===== src/rtl/kwm_pkg.sv =====
// Shared types and codes for the k-way sorted merge core.
// Used by kwm_ctrl, kwm_dpath and k_way_sorted_merge_core; depends on nothing.
package kwm_pkg;

	// Command codes carried in the low tuser bit of an input word.
	localparam logic CMD_PUSH = 1'b0;
	localparam logic CMD_POP  = 1'b1;

	// Result status codes.
	typedef enum logic [1:0] {
		ST_PUSHED  = 2'd0,
		ST_DROPPED = 2'd1,
		ST_POPPED  = 2'd2,
		ST_EMPTY   = 2'd3
	} status_t;

	// Controller states.
	typedef enum logic [2:0] {
		S_IDLE,
		S_EXEC,
		S_REFILL,
		S_SETTLE,
		S_RESP
	} state_t;

	// Commands from the controller to the datapath.
	typedef struct packed {
		logic capture;   // register the accepted input word
		logic exec;      // apply the push or pop, form the result
		logic refill;    // load the refetched head into its register
		logic load_out;  // move the result into the output register
	} ctl_t;

	// Status from the datapath to the controller, valid during S_EXEC.
	typedef struct packed {
		logic is_pop;       // the held word is a pop
		logic found;        // at least one queue is non-empty
		logic need_refill;  // the winning queue keeps entries after the pop
	} sts_t;

endpackage


===== src/rtl/kwm_ctrl.sv =====
// Controller state machine of the k-way sorted merge core.
// Sequences accept, execute, head refill, tree settle and result hand-off.
// Depends on kwm_pkg.
module kwm_ctrl #(
	parameter int SETTLE_CYCLES = 3
) (
	input  logic           clk,
	input  logic           arst_n,
	input  logic           in_valid,
	output logic           in_ready,
	output logic           out_valid,
	input  logic           out_ready,
	input  kwm_pkg::sts_t  sts,
	output kwm_pkg::ctl_t  ctl
);

	localparam int CNTW = $clog2(SETTLE_CYCLES + 1);

	kwm_pkg::state_t state_q, state_d;
	logic [CNTW-1:0] cnt_q, cnt_d;
	logic            out_valid_q;
	logic            out_free;

	assign out_free  = !out_valid_q || out_ready;
	assign out_valid = out_valid_q;

	// State and settle counter registers.
	always_ff @(posedge clk or negedge arst_n) begin
		if (!arst_n) begin
			state_q <= kwm_pkg::S_IDLE;
			cnt_q   <= '0;
		end else begin
			state_q <= state_d;
			cnt_q   <= cnt_d;
		end
	end

	// Output word valid flag: set when a result is loaded, cleared when taken.
	always_ff @(posedge clk or negedge arst_n) begin
		if (!arst_n) begin
			out_valid_q <= 1'b0;
		end else if (ctl.load_out) begin
			out_valid_q <= 1'b1;
		end else if (out_ready) begin
			out_valid_q <= 1'b0;
		end
	end

	// Next state and commands.
	always_comb begin
		state_d  = state_q;
		cnt_d    = cnt_q;
		ctl      = '0;
		in_ready = 1'b0;
		case (state_q)
			kwm_pkg::S_IDLE: begin
				in_ready = 1'b1;
				if (in_valid) begin
					ctl.capture = 1'b1;
					state_d     = kwm_pkg::S_EXEC;
				end
			end
			kwm_pkg::S_EXEC: begin
				ctl.exec = 1'b1;
				cnt_d    = CNTW'(SETTLE_CYCLES - 1);
				if (sts.is_pop && sts.found && sts.need_refill) begin
					state_d = kwm_pkg::S_REFILL;
				end else begin
					state_d = kwm_pkg::S_SETTLE;
				end
			end
			kwm_pkg::S_REFILL: begin
				ctl.refill = 1'b1;
				state_d    = kwm_pkg::S_SETTLE;
			end
			kwm_pkg::S_SETTLE: begin
				// Let the registered minimum tree absorb the new heads.
				if (cnt_q == '0) begin
					state_d = kwm_pkg::S_RESP;
				end else begin
					cnt_d = cnt_q - 1'b1;
				end
			end
			kwm_pkg::S_RESP: begin
				if (out_free) begin
					ctl.load_out = 1'b1;
					state_d      = kwm_pkg::S_IDLE;
				end
			end
			default: begin
				state_d = kwm_pkg::S_IDLE;
			end
		endcase
	end

endmodule


===== config.mk =====
export PLATFORM = sky130hd
export DESIGN_NAME = kwm_ctrl
export DESIGN_NICKNAME = d
export VERILOG_FILES = /design/src/rtl/kwm_pkg.sv /design/src/rtl/kwm_ctrl.sv
export SDC_FILE = /design/constraint.sdc
export NUM_CORES = 1
export LEC_CHECK = 0
export BUFFER_PORTS_ARGS = -buffer_cell sky130_fd_sc_hd__clkbuf_2
export CAP_MARGIN = 10
export CELL_PAD_IN_SITES_DETAIL_PLACEMENT = 1
export CELL_PAD_IN_SITES_GLOBAL_PLACEMENT = 2
export CORE_AREA = 5 5 42 44
export CTS_CLUSTER_SIZE = 12
export DETAILED_ROUTE_END_ITERATION = 7
export DIE_AREA = 0 0 47 49
export PLACE_DENSITY_LB_ADDON = 0.1
export SYNTH_ARGS = -nofsm -noshare
export SYNTH_HDL_FRONTEND = slang
export SYNTH_SLANG_ARGS = --single-unit
export TNS_END_PERCENT = 20

===== constraint.sdc =====
create_clock -name clk -period 3 [get_ports clk]
set_input_delay 0.3 -clock clk [delete_from_list [all_inputs] [get_ports clk]]
set_output_delay 0.3 -clock clk [all_outputs]
set_load 0.02 [all_outputs]

==> results.py <==
metrics = {
    "status": {
        "status": "finished, final reports clean",
    },
    "placement": {
        "place_worst_setup_slack_ns": 1.67,
        "dp.cells": 60,
        "port_buffers": 12,
        "gp_congestion": 0.691,
        "hpwl_um": 591,
    },
    "global_route": {
        "antenna_found_initial": 0,
        "grt_first_pass_wirelength_um": 1260,
        "groute.usage.overall_pct": 8.00,
        "grt_max_degree": 11,
        "grt_overflow": 0,
        "grt_pass1_vias": 319,
    },
    "synthesis": {
        "synth_compound_area_share_pct": 8.63,
        "synth.area.top_cells": "dfrtp_1 (47%), nor3_1 (4.7%), nand2b_4 (4.3%)",
        "synth.yosys.seq_area_share_pct": 47.1,
        "ys_ff_latch": 6,
        "synthAdderAreaFrac_pct": 3.92,
        "synth_fp_nets": 41,
        "synth_xor_xnor_area_share_pct": 0,
        "synthSimpleGateAreaFrac_pct": 32.2,
        "synthMuxAreaShare_pct": 3.14,
        "syn-cell-area_um2": 319,
        "synth_cell_types": 20,
        "netlist_instances": 33,
        "ys_warn_count": 0,
        "synth_top_family_by_area": "simple AND/OR/NAND/NOR gates",
        "syn_avg_cell_area_um2": 9.67,
        "synth_area_leader_cell": "dfrtp_1",
        "netlist.area_leader.share_pct": 47.1,
    },
    "clocking": {
        "root_buffer": "clkbuf_4",
        "clock-sinks": 6,
        "cts_buffer_depth": 2,
        "postCtsSetupBuffers": 0,
        "clkTransAtPathRegs_ns": 0.05,
        "cts_buffers": 3,
        "cts_tree": "done",
        "h-tree-depth": 1,
        "clock_latency_ns": 0.24,
    },
    "critical_path": {
        "end_kind": "primary output",
        "crit_slowest_cell": "dfrtp_1",
        "cp_max_fo": 10,
        "worstPathArrival_ns": 1.25,
        "max_stage_delay_ns": 0.46,
        "cp_num_buf_inv": 1,
        "crit_required_ns": 2.70,
        "cp_cell_sequence": "nor2_1, and3_1, clkbuf_2",
        "worstSetupPathType": "flip-flop to primary output",
        "crit_path_start_kind": "flip-flop",
        "cp_top_family": "flip-flops",
        "r2r_setup_slack_ns": 1.68,
    },
    "finish": {
        "final_util_pct": 30.4,
        "final_cell_mix": "clkbuf_2 (12), dfrtp_1 (6)",
        "layout-drive-gt1-share_pct": 35.4,
        "final_cells": 64,
        "area_growth_pct": 33.7,
        "n_antenna_cell": 0,
        "nets": 58,
        "layout_commonest_cell": "clkbuf_2",
    },
    "timing": {
        "fin_ws_ns": 1.45,
        "final_min_period_over_clock_period_pct": 51.7,
        "fin_tns_setup_ns": 0,
        "max_slew_margin_pct": 82.3,
        "period_minus_slack_ns": 1.55,
        "max_freq_mhz": 645,
        "hold_violations": 0,
        "finClkSkew_ns": 0.00442,
        "slew_violations": 0,
        "worst_slew_pin_slew_ns": 0.266,
        "hold-worst-slack_ns": 0.343,
        "rsz0062_at_grt": "no",
        "finalSetupViolCount": 0,
    },
    "floorplanning": {
        "chipWidth_um": 47,
        "die_area_um2": 2300,
        "initial_core_util_pct": 22.8,
        "coreArea_um2": 1400,
        "io_pins": 13,
        "die_h_um": 49,
        "rows": 14,
    },
    "pwr": {
        "power.density_nw_per_um2": 978,
        "leakage_nw": 0.230,
        "ir_drop_mv": 0.339,
    },
    "min_path": {
        "hold_class": "input pin to flip-flop",
    },
    "drt": {
        "drcViolationCount": 0,
        "firstDrtPassIters": 2,
        "via_per_inst": 4.67,
        "drtAntennaViolNets": 0,
        "wl_um": 728,
        "wl_per_cell_um": 11.4,
        "drtIter0Drc": 4,
        "vias": 299,
    },
    "job": {
        "maxCapViolCount": 0,
    },
}
path summary, 6_finish.rpt:
check / startpoint / to / depth (start not counted)
min: sts[1] / state_q[0]$_DFFE_PN0P_ / 3
max reg2reg: cnt_q[0]$_DFFE_PN0P_ / cnt_q[1]$_DFFE_PN0P_ / 4
max: state_q[1]$_DFFE_PN0P_ / ctl[0] / 3
min reg2reg: cnt_q[1]$_DFFE_PN0P_ / cnt_q[1]$_DFFE_PN0P_ / 1
max in group asynchronous: arst_n / cnt_q[0]$_DFFE_PN0P_ / 2
min in group asynchronous: arst_n / out_valid$_DFFE_PN0P_ / 2
through the flow:
step	area, um^2	power [W]
3_5_place_dp	394	0.000350
6_report	427	0.000417
5_1_grt	427	0.000461
2_1_floorplan	319	0.000296
4_1_cts	427	0.000427
3_3_place_gp	394	0.000342
synth_stat cells:
cell type  number
a21o_1          1
a21oi_1         1
and2_1          1
and3_1          1
and3_2          1
buf_2           1
dfrtp_1         6
ha_1            1
inv_1           3
mux2i_1         1
nand2_1         3
nand2b_1        1
nand2b_4        1
nand4b_1        1
nor2_1          3
nor3_1          3
nor3b_1         1
o22a_1          1
o22ai_1         1
or3b_1          1
repair_timing:
item                                    CTS  global route
hold endpoints to repair                  6             0
gates resized for setup                   0             0
endpoints found under the setup margin    0             0
hold buffers                              1             0
cell type report:
class	instances	area, um^2
fill	176	975
sequential	6	150
tap	16	20.0
multi-input combinational	23	153
inverter	3	11.3
timing repair buffer	13	70.1
clock buffer	3	22.5
logic make-up after synthesis:
family	count (synthesis)
mux	1
fa+ha+maj	1
flops	6
buf+inv	4
compound gates	4
simple gates	17
per-layer routing:
metal / routed length (um) / share of wire [%] / global-route usage [%] / vias to the layer above
met5: 0 / 0 / 0 / -
met2: 362 / 50 / 12.0 / 12
met1: 272 / 37 / 7.81 / 143
met4: 12 / 1.6 / 4.15 / 0
li1: - / - / - / 142
met3: 80 / 11 / 5.90 / 2
where the power goes:
group	total (W)	internal [W]	switching, W
sequential	0.000150	0.000113	0.0000369
clock	0.0000732	0.0000452	0.0000280
combinational	0.000194	0.0000911	0.000102
total	0.000417	0.000250	0.000167
sequential cells by signal, summed over array words and instances, names as in the netlist:
signal / cells
out_valid: 1
cnt_q: 2
state_q: 3
worst register-to-register path: cells and delay by family, from the launching register on:
family          cells  cell delay [ns]
flops               1             0.31
fa+ha+maj           1             0.23
simple gates        1             0.41
compound gates      1             0.19
buf+inv             1             0.06
Note: power is estimated with default switching activity, not from simulation.
